**config.mk**
```make
export PLATFORM = sky130hd
export DESIGN_NAME = sample_hold_noise_generator
export DESIGN_NICKNAME = d
export VERILOG_FILES = /design/src/shng_pkg.sv /design/src/shng_divider.sv /design/src/shng_lfsr.sv /design/src/sample_hold_noise_generator.sv
export SDC_FILE = /design/constraint.sdc
export NUM_CORES = 2
export LEC_CHECK = 0
export BUFFER_PORTS_ARGS = -buffer_cell sky130_fd_sc_hd__buf_4
export CAP_MARGIN = 30
export CELL_PAD_IN_SITES_DETAIL_PLACEMENT = 1
export CELL_PAD_IN_SITES_GLOBAL_PLACEMENT = 2
export CORE_UTILIZATION = 43
export DETAILED_ROUTE_END_ITERATION = 16
export HOLD_SLACK_MARGIN = 0.08
export PLACE_DENSITY = 0.93
export SLEW_MARGIN = 10
export SYNTH_ARGS = -nofsm -noshare
export SYNTH_HDL_FRONTEND = slang
export SYNTH_SLANG_ARGS = --single-unit
```
**constraint.sdc**
```tcl
create_clock -name aclk -period 8.5 [get_ports aclk]
set_input_delay 0.425 -clock aclk [delete_from_list [all_inputs] [get_ports aclk]]
set_output_delay 0.425 -clock aclk [all_outputs]
set_load 0.05 [all_outputs]
```
**src/shng_pkg.sv**
```systemverilog
`default_nettype none
// ----------------------------------------------------------------------------
// shng_pkg - shared types and constants for the sample-and-hold noise source
// Register indexes, mode codes, divider request/response records and the
// fixed-point constants used by the datapath.
// ----------------------------------------------------------------------------
package shng_pkg;

    // Field widths
    localparam int LEVEL_W = 16;   // input levels, signed mV
    localparam int OUT_W   = 32;   // held level, signed Q.16 mV
    localparam int TICK_W  = 15;   // tick counter and hold length
    localparam int CFG_W   = 32;   // widest configuration register
    localparam int CFG_IDX_W = 2;

    // Configuration register indexes
    localparam logic [CFG_IDX_W-1:0] REG_NOISE_MODE   = 2'd0;
    localparam logic [CFG_IDX_W-1:0] REG_PERIOD_X100  = 2'd1;
    localparam logic [CFG_IDX_W-1:0] REG_RANDOM_SEED  = 2'd2;

    // Noise modes
    localparam logic [1:0] MODE_WHITE   = 2'd0;
    localparam logic [1:0] MODE_BROWN   = 2'd1;
    localparam logic [1:0] MODE_TRIGGER = 2'd2;

    // Random source
    localparam logic [31:0] LFSR_TAPS  = 32'hA300_0000;
    localparam logic [31:0] LFSR_RESET = 32'h0000_0001;

    // Arithmetic constants
    localparam logic [TICK_W-1:0]        PERIOD_DIVISOR   = 15'd100;
    localparam logic signed [LEVEL_W-1:0] TRIGGER_SCALE   = 16'sd10000;
    localparam logic [OUT_W-1:0]         TRIGGER_HIGH_Q16 = 32'd65536000;

    // Reciprocals: floor(n / 100) = (n * 5243) >> 19 for n below 43690,
    // floor(n / 10) = (n * 0xCCCCCCCD) >> 35 for n below 2^34
    localparam logic signed [LEVEL_W-1:0] PERIOD_RECIP    = 16'sd5243;
    localparam int                        PERIOD_RECIP_SHIFT = 19;
    localparam logic [OUT_W-1:0]          BROWN_RECIP     = 32'hCCCC_CCCD;
    localparam int                        BROWN_RECIP_SHIFT  = 35;

    // Shared divider
    localparam int DIV_DVD_W = 32;
    localparam int DIV_DSR_W = TICK_W;
    localparam int DIV_CNT_W = 6;
    localparam logic [DIV_CNT_W-1:0] DIV_STEPS_TICK = 6'd15;

    typedef struct packed {
        logic                 start;
        logic [DIV_CNT_W-1:0] steps;     // quotient bits to produce
        logic [DIV_DVD_W-1:0] dividend;  // left aligned: MSB of operand at top
        logic [DIV_DSR_W-1:0] divisor;
    } div_req_t;

    typedef struct packed {
        logic                 done;
        logic [DIV_DVD_W-1:0] quotient;
        logic [DIV_DSR_W-1:0] remainder;
    } div_rsp_t;

endpackage
`default_nettype wire

```
**src/shng_divider.sv**
```systemverilog
`default_nettype none
// ----------------------------------------------------------------------------
// shng_divider - shared iterative restoring divider
// Produces one quotient bit per cycle; the dividend arrives left aligned so
// a short operand needs only as many steps as it has bits.
// ----------------------------------------------------------------------------
module shng_divider (
    input  wire                 aclk,
    input  wire                 aresetn,
    input  shng_pkg::div_req_t  req,
    output shng_pkg::div_rsp_t  rsp
);

    logic [shng_pkg::DIV_DVD_W-1:0] quo_reg, quo_next;
    logic [shng_pkg::DIV_DSR_W-1:0] rem_reg, rem_next;
    logic [shng_pkg::DIV_DSR_W-1:0] dsr_reg, dsr_next;
    logic [shng_pkg::DIV_CNT_W-1:0] cnt_reg, cnt_next;
    logic                           busy_reg, busy_next;
    logic                           done_reg, done_next;

    logic [shng_pkg::DIV_DSR_W:0]   shifted;
    logic [shng_pkg::DIV_DSR_W:0]   diff;
    logic                           fits;

    // Bring down the next dividend bit and trial-subtract
    assign shifted = {rem_reg, quo_reg[shng_pkg::DIV_DVD_W-1]};
    assign diff    = shifted - {1'b0, dsr_reg};
    assign fits    = shifted >= {1'b0, dsr_reg};

    always_comb begin
        quo_next  = quo_reg;
        rem_next  = rem_reg;
        dsr_next  = dsr_reg;
        cnt_next  = cnt_reg;
        busy_next = busy_reg;
        done_next = 1'b0;
        if (req.start) begin
            quo_next  = req.dividend;
            rem_next  = '0;
            dsr_next  = req.divisor;
            cnt_next  = req.steps;
            busy_next = 1'b1;
        end else if (busy_reg) begin
            quo_next = {quo_reg[shng_pkg::DIV_DVD_W-2:0], fits};
            rem_next = fits ? diff[shng_pkg::DIV_DSR_W-1:0]
                            : shifted[shng_pkg::DIV_DSR_W-1:0];
            cnt_next = cnt_reg - 1'b1;
            if (cnt_reg == 1) begin
                busy_next = 1'b0;
                done_next = 1'b1;
            end
        end
    end

    always_ff @(posedge aclk) begin
        if (!aresetn) begin
            busy_reg <= 1'b0;
            done_reg <= 1'b0;
            cnt_reg  <= '0;
        end else begin
            busy_reg <= busy_next;
            done_reg <= done_next;
            cnt_reg  <= cnt_next;
        end
    end

    always_ff @(posedge aclk) begin
        quo_reg <= quo_next;
        rem_reg <= rem_next;
        dsr_reg <= dsr_next;
    end

    assign rsp.done      = done_reg;
    assign rsp.quotient  = quo_reg;
    assign rsp.remainder = rem_reg;

endmodule
`default_nettype wire

```
**src/shng_lfsr.sv**
```systemverilog
`default_nettype none
// ----------------------------------------------------------------------------
// shng_lfsr - 32-bit Galois LFSR random source
// Shifts right once per step request; a zero seed loads as one.
// ----------------------------------------------------------------------------
module shng_lfsr (
    input  wire         aclk,
    input  wire         aresetn,
    input  wire         load,
    input  wire  [31:0] seed,
    input  wire         step,
    output logic [31:0] value
);

    logic [31:0] lfsr_reg, lfsr_next;

    always_comb begin
        lfsr_next = lfsr_reg;
        if (load) begin
            lfsr_next = (seed == '0) ? shng_pkg::LFSR_RESET : seed;
        end else if (step) begin
            lfsr_next = {1'b0, lfsr_reg[31:1]};
            if (lfsr_reg[0]) begin
                lfsr_next = lfsr_next ^ shng_pkg::LFSR_TAPS;
            end
        end
    end

    always_ff @(posedge aclk) begin
        if (!aresetn) begin
            lfsr_reg <= shng_pkg::LFSR_RESET;
        end else begin
            lfsr_reg <= lfsr_next;
        end
    end

    assign value = lfsr_reg;

endmodule
`default_nettype wire

```
**src/sample_hold_noise_generator.sv**
```systemverilog
`default_nettype none
// ----------------------------------------------------------------------------
// sample_hold_noise_generator - sample-and-hold random noise source
// One input beat is one sample tick; one output beat carries the held level.
// ----------------------------------------------------------------------------
//  Channel   | Direction | Payload (lowest bit first)
//  s_axis    | in        | period_level_mv[15:0], volume_level_mv[31:16]
//  m_axis    | out       | noise_out[31:0] (signed Q.16 mV)
//  cfg_wr    | in        | index 0 noise_mode, 1 period_times_hundred, 2 random_seed
//
// An item takes longest with period / 100 and a brownian step. Whenever the
// hold length exceeds one, the counter modulo runs on the shared divider,
// one remainder bit per cycle, while the sequencer waits for its result.
// Reset is synchronous and active low; it clears the counter, the held level,
// the configuration, and loads the LFSR with one. s_axis_tready is high only
// while idle; a finished beat waits in the output register, so the next beat
// is taken while m_axis is stalled.
// ----------------------------------------------------------------------------
module sample_hold_noise_generator (
    input  wire         aclk,
    input  wire         aresetn,

    // Input stream
    input  wire         s_axis_tvalid,
    output logic        s_axis_tready,
    input  wire  [31:0] s_axis_tdata,   // [15:0] period_level_mv, [31:16] volume_level_mv

    // Result stream
    output logic        m_axis_tvalid,
    input  wire         m_axis_tready,
    output logic [31:0] m_axis_tdata,   // [31:0] noise_out

    // Configuration writes
    input  wire                                cfg_wr_en,
    input  wire  [shng_pkg::CFG_IDX_W-1:0]     cfg_wr_index,
    input  wire  [shng_pkg::CFG_W-1:0]         cfg_wr_data
);

    // Sequencer states
    localparam logic [3:0] S_IDLE       = 4'd0;
    localparam logic [3:0] S_LEN        = 4'd1;
    localparam logic [3:0] S_LEN_WAIT   = 4'd2;
    localparam logic [3:0] S_TICK       = 4'd3;
    localparam logic [3:0] S_TICK_WAIT  = 4'd4;
    localparam logic [3:0] S_DRAW       = 4'd5;
    localparam logic [3:0] S_MUL        = 4'd6;
    localparam logic [3:0] S_APPLY      = 4'd7;
    localparam logic [3:0] S_BROWN_WAIT = 4'd8;
    localparam logic [3:0] S_OUT        = 4'd9;
    localparam logic [3:0] S_BROWN_MUL  = 4'd10;

    localparam int LW = shng_pkg::LEVEL_W;
    localparam int TW = shng_pkg::TICK_W;
    localparam int OW = shng_pkg::OUT_W;
    localparam int PW = 34;   // product and walk sum width

    // Configuration
    logic [1:0] mode_reg;
    logic       x100_reg;

    // Sequencer and datapath
    logic [3:0]           state_reg, state_next;
    logic [TW-1:0]        len_reg, len_next;
    logic [TW-1:0]        tick_reg, tick_next;
    logic [OW-1:0]        held_reg, held_next;
    logic signed [PW-1:0] prod_reg;
    logic [OW-1:0]        mag_reg;
    logic [OW-1:0]        brown_q_reg;
    logic [LW-1:0]        period_reg;
    logic [LW-1:0]        vol_reg;
    logic                 m_valid_reg, m_valid_next;
    logic [OW-1:0]        m_data_reg, m_data_next;

    shng_pkg::div_req_t   div_req;
    shng_pkg::div_rsp_t   div_rsp;
    logic                 lfsr_load;
    logic                 lfsr_step;
    logic [31:0]          lfsr_value;

    logic                 in_accept;
    logic [TW-1:0]        rem_inc;
    logic [15:0]          rnd_u;
    logic signed [17:0]   mul_a;
    logic signed [LW-1:0] mul_b;
    logic signed [PW-1:0] vol16;
    logic signed [PW-1:0] prod_mag;
    logic [2*OW-1:0]      brown_prod;
    logic signed [PW-1:0] delta;
    logic signed [PW-1:0] walk_sum;
    logic signed [PW-1:0] walk_low;

    assign in_accept = s_axis_tvalid && s_axis_tready;
    assign s_axis_tready = (state_reg == S_IDLE);

    // ------------------------------------------------------------------
    // Configuration registers; the seed goes straight into the LFSR
    // ------------------------------------------------------------------
    always_ff @(posedge aclk) begin
        if (!aresetn) begin
            mode_reg <= shng_pkg::MODE_WHITE;
            x100_reg <= 1'b0;
        end else if (cfg_wr_en) begin
            case (cfg_wr_index)
                shng_pkg::REG_NOISE_MODE:  mode_reg <= cfg_wr_data[1:0];
                shng_pkg::REG_PERIOD_X100: x100_reg <= cfg_wr_data[0];
                default: ;
            endcase
        end
    end

    assign lfsr_load = cfg_wr_en && (cfg_wr_index == shng_pkg::REG_RANDOM_SEED);

    shng_lfsr u_lfsr (
        .aclk    (aclk),
        .aresetn (aresetn),
        .load    (lfsr_load),
        .seed    (cfg_wr_data),
        .step    (lfsr_step),
        .value   (lfsr_value)
    );

    shng_divider u_divider (
        .aclk    (aclk),
        .aresetn (aresetn),
        .req     (div_req),
        .rsp     (div_rsp)
    );

    // ------------------------------------------------------------------
    // Datapath helpers
    // ------------------------------------------------------------------
    assign rem_inc = div_rsp.remainder + {{(TW-1){1'b0}}, 1'b1};
    assign rnd_u   = lfsr_value[31:16];
    assign vol16   = $signed({{(PW-LW-16){vol_reg[LW-1]}}, vol_reg, 16'b0});

    // One multiplier: u*V (white), (2u-65536)*V (brownian), u*10000 (trigger),
    // and period times the reciprocal of 100 while the hold length is formed
    always_comb begin
        mul_a = $signed({2'b00, rnd_u});
        mul_b = $signed(vol_reg);
        case (mode_reg)
            shng_pkg::MODE_BROWN:   mul_a = $signed({1'b0, rnd_u, 1'b0}) - 18'sd65536;
            shng_pkg::MODE_TRIGGER: mul_b = shng_pkg::TRIGGER_SCALE;
            default: ;
        endcase
        if (state_reg == S_LEN) begin
            mul_a = $signed({3'b000, period_reg[TW-1:0]});
            mul_b = shng_pkg::PERIOD_RECIP;
        end
    end

    // Brownian step: divide |product| by ten, truncate toward zero, restore sign
    assign prod_mag   = prod_reg[PW-1] ? -prod_reg : prod_reg;
    assign brown_prod = mag_reg * shng_pkg::BROWN_RECIP;
    assign delta      = prod_reg[PW-1] ? -$signed({2'b00, brown_q_reg})
                                       :  $signed({2'b00, brown_q_reg});
    assign walk_sum = $signed({{(PW-OW){held_reg[OW-1]}}, held_reg}) + delta;
    // Lower bound first, then the upper bound at V
    assign walk_low = walk_sum[PW-1] ? '0 : walk_sum;

    // ------------------------------------------------------------------
    // Sequencer
    // ------------------------------------------------------------------
    always_comb begin
        state_next   = state_reg;
        len_next     = len_reg;
        tick_next    = tick_reg;
        held_next    = held_reg;
        m_valid_next = m_valid_reg;
        m_data_next  = m_data_reg;
        lfsr_step    = 1'b0;
        div_req      = '0;

        // Drop the waiting beat once the sink takes it
        if (m_valid_reg && m_axis_tready) begin
            m_valid_next = 1'b0;
        end

        case (state_reg)
            S_IDLE: begin
                if (in_accept) begin
                    state_next = S_LEN;
                end
            end

            // Hold length: period as is, or period / 100, never below one
            S_LEN: begin
                if (x100_reg) begin
                    len_next = (period_reg[LW-1] || period_reg == '0)
                             ? {{(TW-1){1'b0}}, 1'b1} : period_reg[TW-1:0];
                    state_next = S_TICK;
                end else if ($signed(period_reg) < $signed({1'b0, shng_pkg::PERIOD_DIVISOR})) begin
                    len_next   = {{(TW-1){1'b0}}, 1'b1};
                    state_next = S_TICK;
                end else begin
                    state_next = S_LEN_WAIT;
                end
            end

            // Take the quotient from the top of the reciprocal product
            S_LEN_WAIT: begin
                len_next   = prod_reg[PW-1:shng_pkg::PERIOD_RECIP_SHIFT];
                state_next = S_TICK;
            end

            // Counter modulo hold length
            S_TICK: begin
                if (len_reg == {{(TW-1){1'b0}}, 1'b1}) begin
                    tick_next  = '0;
                    state_next = S_DRAW;
                end else begin
                    div_req.start    = 1'b1;
                    div_req.steps    = shng_pkg::DIV_STEPS_TICK;
                    div_req.dividend = {tick_reg, {(32-TW){1'b0}}};
                    div_req.divisor  = len_reg;
                    state_next       = S_TICK_WAIT;
                end
            end

            S_TICK_WAIT: begin
                if (div_rsp.done) begin
                    tick_next  = (rem_inc == len_reg) ? '0 : rem_inc;
                    state_next = (div_rsp.remainder == '0) ? S_DRAW : S_OUT;
                end
            end

            // Advance the LFSR once for a fresh draw
            S_DRAW: begin
                lfsr_step  = 1'b1;
                state_next = S_MUL;
            end

            S_MUL: begin
                state_next = S_APPLY;
            end

            S_APPLY: begin
                state_next = S_OUT;
                case (mode_reg)
                    shng_pkg::MODE_WHITE: begin
                        held_next = prod_reg[OW-1:0];
                    end
                    shng_pkg::MODE_TRIGGER: begin
                        held_next = (prod_reg > vol16) ? shng_pkg::TRIGGER_HIGH_Q16 : '0;
                    end
                    shng_pkg::MODE_BROWN: begin
                        state_next = S_BROWN_MUL;
                    end
                    default: ;   // undefined mode: hold the level
                endcase
            end

            // Magnitude is registered; the reciprocal product lands next
            S_BROWN_MUL: begin
                state_next = S_BROWN_WAIT;
            end

            S_BROWN_WAIT: begin
                held_next  = (walk_low > vol16) ? vol16[OW-1:0] : walk_low[OW-1:0];
                state_next = S_OUT;
            end

            // Hand the level to the output register once it is free
            S_OUT: begin
                if (!m_valid_reg || m_axis_tready) begin
                    m_valid_next = 1'b1;
                    m_data_next  = held_reg;
                    state_next   = S_IDLE;
                end
            end

            default: begin
                state_next = S_IDLE;
            end
        endcase
    end

    always_ff @(posedge aclk) begin
        if (!aresetn) begin
            state_reg   <= S_IDLE;
            tick_reg    <= '0;
            held_reg    <= '0;
            m_valid_reg <= 1'b0;
        end else begin
            state_reg   <= state_next;
            tick_reg    <= tick_next;
            held_reg    <= held_next;
            m_valid_reg <= m_valid_next;
        end
    end

    always_ff @(posedge aclk) begin
        len_reg     <= len_next;
        m_data_reg  <= m_data_next;
        prod_reg    <= mul_a * mul_b;
        mag_reg     <= prod_mag[OW-1:0];
        brown_q_reg <= OW'(brown_prod >> shng_pkg::BROWN_RECIP_SHIFT);
        if (in_accept) begin
            period_reg <= s_axis_tdata[LW-1:0];
            vol_reg    <= s_axis_tdata[2*LW-1:LW];
        end
    end

    assign m_axis_tvalid = m_valid_reg;
    assign m_axis_tdata  = m_data_reg;

endmodule
`default_nettype wire
```
; ---- Yosys cells after proc, flatten, opt, wreduce, memory -nomap -nowiden
; Cells that the tools add are included.
[op_classes]
n_addsub = 7
mul = 2
n_div = 0
n_lt_le_gt_ge = 4
eq_ne = 23
n_shift = 0
n_mux = 47
bitwise_logic = 4
reduce_logical = 26
[op_table]
columns = operator, count
row1 = 32-bit 2-to-1 mux, 8
row2 = 32-bit one-hot mux with 2 select lines, 2
row3 = 54-bit 2-to-1 mux, 2
row4 = 15-bit 2-to-1 mux, 7
row5 = 34-bit by 32-bit > comparator with 1-bit output, 2
row6 = 32-bit by 32-bit multiplier with 64-bit output (second input constant), 1
row7 = 15-bit one-hot mux with 2 select lines, 2
row8 = 4-bit one-hot mux with 11 select lines, 1
row9 = 18-bit 2-to-1 mux, 2
row10 = 32-bit by 34-bit adder with 34-bit output, 1
row11 = 18-bit by 16-bit multiplier with 34-bit output, 1
row12 = 34-bit 2-to-1 mux, 1
row13 = 29-bit negation with 34-bit output, 1
row14 = 33-bit 2-to-1 mux, 1
row15 = 32-bit zero test, 1
row16 = 16-bit 2-to-1 mux, 2
row17 = 32-bit negation, 1
row18 = 26-bit 2-to-1 mux, 1
row19 = 17-bit by 17-bit subtractor with 18-bit output (second input constant), 1
row20 = 4-bit by 3-bit equality test with 1-bit output (second input constant), 4
row21 = 16-bit by 15-bit >= comparator with 1-bit output, 1
row22 = 16-bit zero test, 1
row23 = 16-bit by 8-bit < comparator with 1-bit output (second input constant), 1
row24 = 4-bit 2-to-1 mux, 4
row25 = other kinds (31), 64
[totals]
reg_bits = 331
latch_bits = 0
mem_bits_rw = 0
rom_bits = 0
in_bits = 71
output_inout_bits = 34
word_cells = 133
mem_count = 0

; ---- Longest topological paths before layout
[depth]
depth_word = 7
depth_mapped = 34
mapped_depth_nobuf = 29

; ---- By module
; Synthesis repeated with hierarchy kept, for this count alone.
[hier_totals]
hier_cells = 4478
area_unflattened_um2 = 43800.8
[by_module_without_submodules]
columns = module, instances, cells_per_inst, area_each_um2, seq_area_each_um2
row1 = sample_hold_noise_generator, 1, 3957, 38499.4, 5375.2
row2 = shng_divider, 1, 331, 3681.0, 1871.8
row3 = shng_lfsr, 1, 190, 1620.3, 640.6

; ---- Least setup slack after synthesis
; OpenSTA, ideal clock, no wires.
[synth_timing]
path_type = register -> register
startpoint = register state_reg[0]
endpoint = register prod_reg[32]
setup_ns = 0.072
t_arrival_ns = 7.544
required_time_ns = 8.428
setup_slack_ns = 0.884
path_stages_with_launch = 29
n_path_buf = 3
synth_period_minus_slack_ns = 7.616
path_cell_list = dfxtp_1 clkbuf_1 nand2_1 nor3_1 clkbuf_1 clkbuf_1 nor2_1 nand3_1 inv_1 fa_1 inv_1 fa_1 inv_1 fa_1 fa_1 fa_1 inv_1 fa_1 inv_1 ha_1 a21o_1 a21o_1 a21oi_1 or4b_2 o21ai_0 o211a_1 o21bai_1 a21oi_1 xnor2_1
[synth_between]
elab_chain_cells = 3
elab_cells_between_ends = 4
classes_between = 1 x mul / 1 x eq/ne / 2 x mux
[synth_rtl]
columns = item, line_no
row1 = from (decl), sample_hold_noise_generator.sv:62  ; logic [3:0] state_reg, state_next;
row2 = from (signal assigned), sample_hold_noise_generator.sv:285  ; state_reg <= state_next;
row3 = 4-bit by 1-bit equality test with 1-bit output *, sample_hold_noise_generator.sv:146  ; if (state_reg == S_LEN) begin
row4 = 18-bit 2-to-1 mux / 16-bit 2-to-1 mux (equally long branches), sample_hold_noise_generator.sv:146
row5 = 18-bit by 16-bit multiplier with 34-bit output *, sample_hold_noise_generator.sv:295  ; prod_reg <= mul_a * mul_b;
row6 = to (signal assigned), sample_hold_noise_generator.sv:295
row7 = to (decl), sample_hold_noise_generator.sv:66  ; logic signed [PW-1:0] prod_reg;
; Mark *: on every way between the ends. The rest lies on a longest branch, timed or not.
; A chain may end at the register's enable or synchronous reset.

; ---- Worst setup path in the final report
[layout_timing]
startpoint = register mag_reg[13]
endpoint = register brown_q_reg[24]
[layout_between]
elab_chain_cells = 1
[layout_rtl]
columns = item, line_no
row1 = from (decl), sample_hold_noise_generator.sv:67  ; logic [OW-1:0] mag_reg;
row2 = from (signal assigned), sample_hold_noise_generator.sv:296  ; mag_reg <= prod_mag[OW-1:0];
row3 = 32-bit by 32-bit multiplier with 64-bit output, sample_hold_noise_generator.sv:154  ; assign brown_prod = mag_reg * shng_pkg::BROWN_RECIP;
row4 = net brown_prod[59], sample_hold_noise_generator.sv:87  ; logic [2*OW-1:0] brown_prod;
row5 = to (signal assigned), sample_hold_noise_generator.sv:297  ; brown_q_reg <= OW'(brown_prod >> shng_pkg::BROWN_RECIP_SHIFT);
row6 = to (decl), sample_hold_noise_generator.sv:68  ; logic [OW-1:0] brown_q_reg;
; The timed path passes the listed nets, and every way through them passes these cells.

==> qor.txt <==
Status - finished, final reports clean
Max reg flops - 34
Mapped Avg Cell Area - 9.637 sq um
Die width - 320.7 microns
Seq/Total Area, Yosys - 18.06%
Row count - 116
Ys flop type - dfxtp_1
Top cells by area, synth - fa_1, ha_1, dfxtp_1
Post-synthesis register bit count - 331
Residual DRC - 0
Max Clock Freq - 122.6 MHz
Antenna violations before repair - 3
Crit path from - mag_reg[13]$_DFF_P_
Post-synthesis compound-gate area fraction - 10.03%
Worst skew pair latency - 0.60 ns
Post-synth EDFFs - 126
Area after DPL - 0.04644 sq mm
Commonest non-fill, non-tap cells in the layout - inv_1, fa_1, ha_1
FF-to-FF setup slack - 0.35 ns
Largest net degree at the start of global routing - 71
Final hold vios - 0
Routed WL - 143.8 mm
Worst endpoint required time - 9.02 ns
XOR/XNOR Fraction of Synth Area - 3.928%
H-tree levels - 2
Commonest non-fill, non-tap cell in the layout - inv_1
Gr usage total - 28.63%
Crit Reg-Reg Startpoint - mag_reg[13]$_DFF_P_
Syn Nets - 5,810
Dpl hpwl - 120.6 mm
CP Max Fanout - 7
Worst rel slew slack - 37.13%
CP Data Arrival Time - 8.67 ns
Wire per inst - 23.58 microns
Number of port buffers - 104
Final critical-path required period - 8.154 ns
Final worst slack - 0.3457 ns
RSZ-0062 raised after global routing - no
Post-synthesis async set-or-reset flop share - 0%
Fraction of layout cells with a size suffix above 1 - 6.456%
Largest family of logic cells by synthesized area - adder cells
Synth area leader - fa_1
Post-synthesis simple-gate area fraction - 11.14%
CTS sink cnt - 331
Vias in the first global route - 37,080
Setup_tns - 0 ns
Worst R2R End - brown_q_reg[24]$_DFF_P_
Setup Buffers After CTS - 0
Congestion Overflow GR - 0
IO Count - 105
Multiplexer share of the synthesized area - 1.172%
Starting DRT DRC Count - 2,354
First-pass DRT Iterations - 5
Slew @ Worst Pin - 0.9358 ns
CTS tree - yes
Die Height - 320.7 microns
DIE AREA - 0.1028 sq mm
Synth Area in Adders - 46.60%
# Max-Cap Violations - 0
Final setup skew - 0.03270 ns
Crit start category - flip-flop
Top cell type's share of synthesized area - 31.99%
Place WS - 0.07937 ns
Critical Path End - brown_q_reg[24]$_DFF_P_
Netlist cell types - 80
Clk buf depth - 3
CTS Buf Count - 41
Clk root buf - clkbuf_16
R2R depth - 25
Layout area overhead - 10.84%
Routed vias - 33,680
Core Box Area - 0.1004 sq mm
ANT nets after route - 0
Gpl congestion - 0.9740
Syn. warnings - 0
Max Slew Vio Count - 0
Class of the worst hold path - input port to flip-flop
Fin nets - 5,985
WS Path Type - flip-flop to flip-flop
Finished Cell Area - 0.04841 sq mm
First-pass GRT wire length - 223.4 mm
Final setup viols - 0
Post-Syn Area - 0.04368 sq mm
CTS clk-pin slew, worst paths - 0.07 ns
Crit. End Element - flip-flop
Initial core utilization - 43.49%
Period utilisation layout - 95.93%
Post-DR vias/cell - 5.520
Cells after Synth - 4,532
repair_timing:
item                                    CTS  global route
endpoints found under the hold margin    54             0
gates resized for setup                   0             7
endpoints found under the setup margin    0            32
hold buffers                             54             0
worst min-delay path by stage:
| stage | startpoint | endpoint | slack [ns] | cells past startpoint |
|---|---|---|---|---|
| after floorplan | prod_reg[0]$_DFF_P_ | mag_reg[0]$_DFF_P_ | 0.38 | 0 |
| after global placement | u_divider.quo_reg[19]$_DFFE_PP_ | u_divider.quo_reg[20]$_DFFE_PP_ | 0.50 | 2 |
| after detailed placement | u_divider.quo_reg[30]$_DFFE_PP_ | u_divider.quo_reg[31]$_DFFE_PP_ | 0.51 | 2 |
| after CTS | cfg_wr_data[22] | u_lfsr.value[22]$_SDFFE_PN0P_ | 0.08 | 2 |
| after global routing | cfg_wr_data[16] | u_lfsr.value[16]$_SDFFE_PN0P_ | 0.08 | 2 |
| final | cfg_wr_data[22] | u_lfsr.value[22]$_SDFFE_PN0P_ | 0.10 | 2 |
per-stage QoR:
stage / utilization (%) / hold slack (ns) / std cells
6_report: 48.20 / 0.1027 / 6101
3_3_place_gp: 46.22 / 0.4974 / 5964
2_1_floorplan: - / 0.3768 / 4532
5_1_grt: 48.19 / 0.08304 / 6098
3_5_place_dp: 46.23 / 0.5084 / 5966
4_1_cts: 48.16 / 0.08057 / 6096
synthesized netlist by cell type (all sizes together) (5+ instances only):
| cell type | n |
|---|---|
| inv | 935 |
| fa | 698 |
| ha | 509 |
| nand2 | 398 |
| nor2 | 230 |
| dfxtp | 205 |
| a21oi | 164 |
| o21ai | 151 |
| xnor2 | 148 |
| edfxtp | 126 |
| clkbuf | 106 |
| nand3 | 68 |
| a21o | 64 |
| and2 | 55 |
| mux2i | 50 |
| nor3 | 49 |
| xor2 | 47 |
| a211oi | 37 |
| o21a | 37 |
| nand4 | 33 |
| nor2b | 32 |
| nor4 | 32 |
| o211a | 32 |
| or3 | 32 |
| nand2b | 28 |
| o31ai | 24 |
| a21boi | 23 |
| or2 | 21 |
| o211ai | 20 |
| o21bai | 20 |
| or4 | 16 |
| a22o | 14 |
| and3 | 12 |
| o221ai | 11 |
| a31oi | 10 |
| buf | 10 |
| a311oi | 8 |
| nor3b | 8 |
| o41ai | 7 |
| nor4b | 5 |
per-layer routing:
| metal | vias to the layer above | global-route usage [%] | routed length [microns] |
|---|---|---|---|
| li1 | 15010 | - | - |
| met1 | 17300 | 38.97 | 62360 |
| met2 | 1114 | 46.12 | 66520 |
| met3 | 253 | 4.502 | 9439 |
| met4 | 0 | 10.21 | 5526 |
| met5 | - | 0 | 0 |
worst max-delay path, stage by stage, from the launching register on:
cell and delay, ns:
dfxtp_1 0.55, ha_1 0.42, inv_1 0.22, fa_1 0.59, inv_1 0.07, fa_1 0.56, inv_1 0.07, fa_1 0.39
inv_1 0.12, fa_1 0.48, fa_1 0.51, fa_1 0.49, inv_1 0.05, fa_1 0.48, inv_1 0.04, ha_1 0.31
o21ai_0 0.10, o21a_1 0.21, a211o_1 0.34, a21oi_1 0.16, o211a_1 0.26, o21ai_0 0.20, o21ai_1 0.59, a211oi_2 0.26
o31ai_1 0.39, xor2_1 0.19
final cells by class:
| class | instances | area [sq um] |
|---|---|---|
| diodes | 4 | 10.01 |
| clock buffers | 58 | 1205 |
| clock inverters | 18 | 187.7 |
| fillers | 11460 | 52020 |
| inverters | 936 | 3513 |
| multi-input cells | 3149 | 31880 |
| flip-flops and latches | 331 | 7890 |
| well taps | 1357 | 1698 |
| repair buffers | 248 | 2027 |
logic make-up after synthesis:
family,after synthesis
adder cells (fa/ha/maj),1208
buffers and inverters,1052
AND/OR/NAND/NOR,1035
AO/OA/AOI/OAI,660
flip-flops,331
XOR/XNOR,195
multiplexers,51
Power is left out: the tool's default activity adds up to more than one toggle a clock period on the data nets, which glitch-free logic cannot reach.
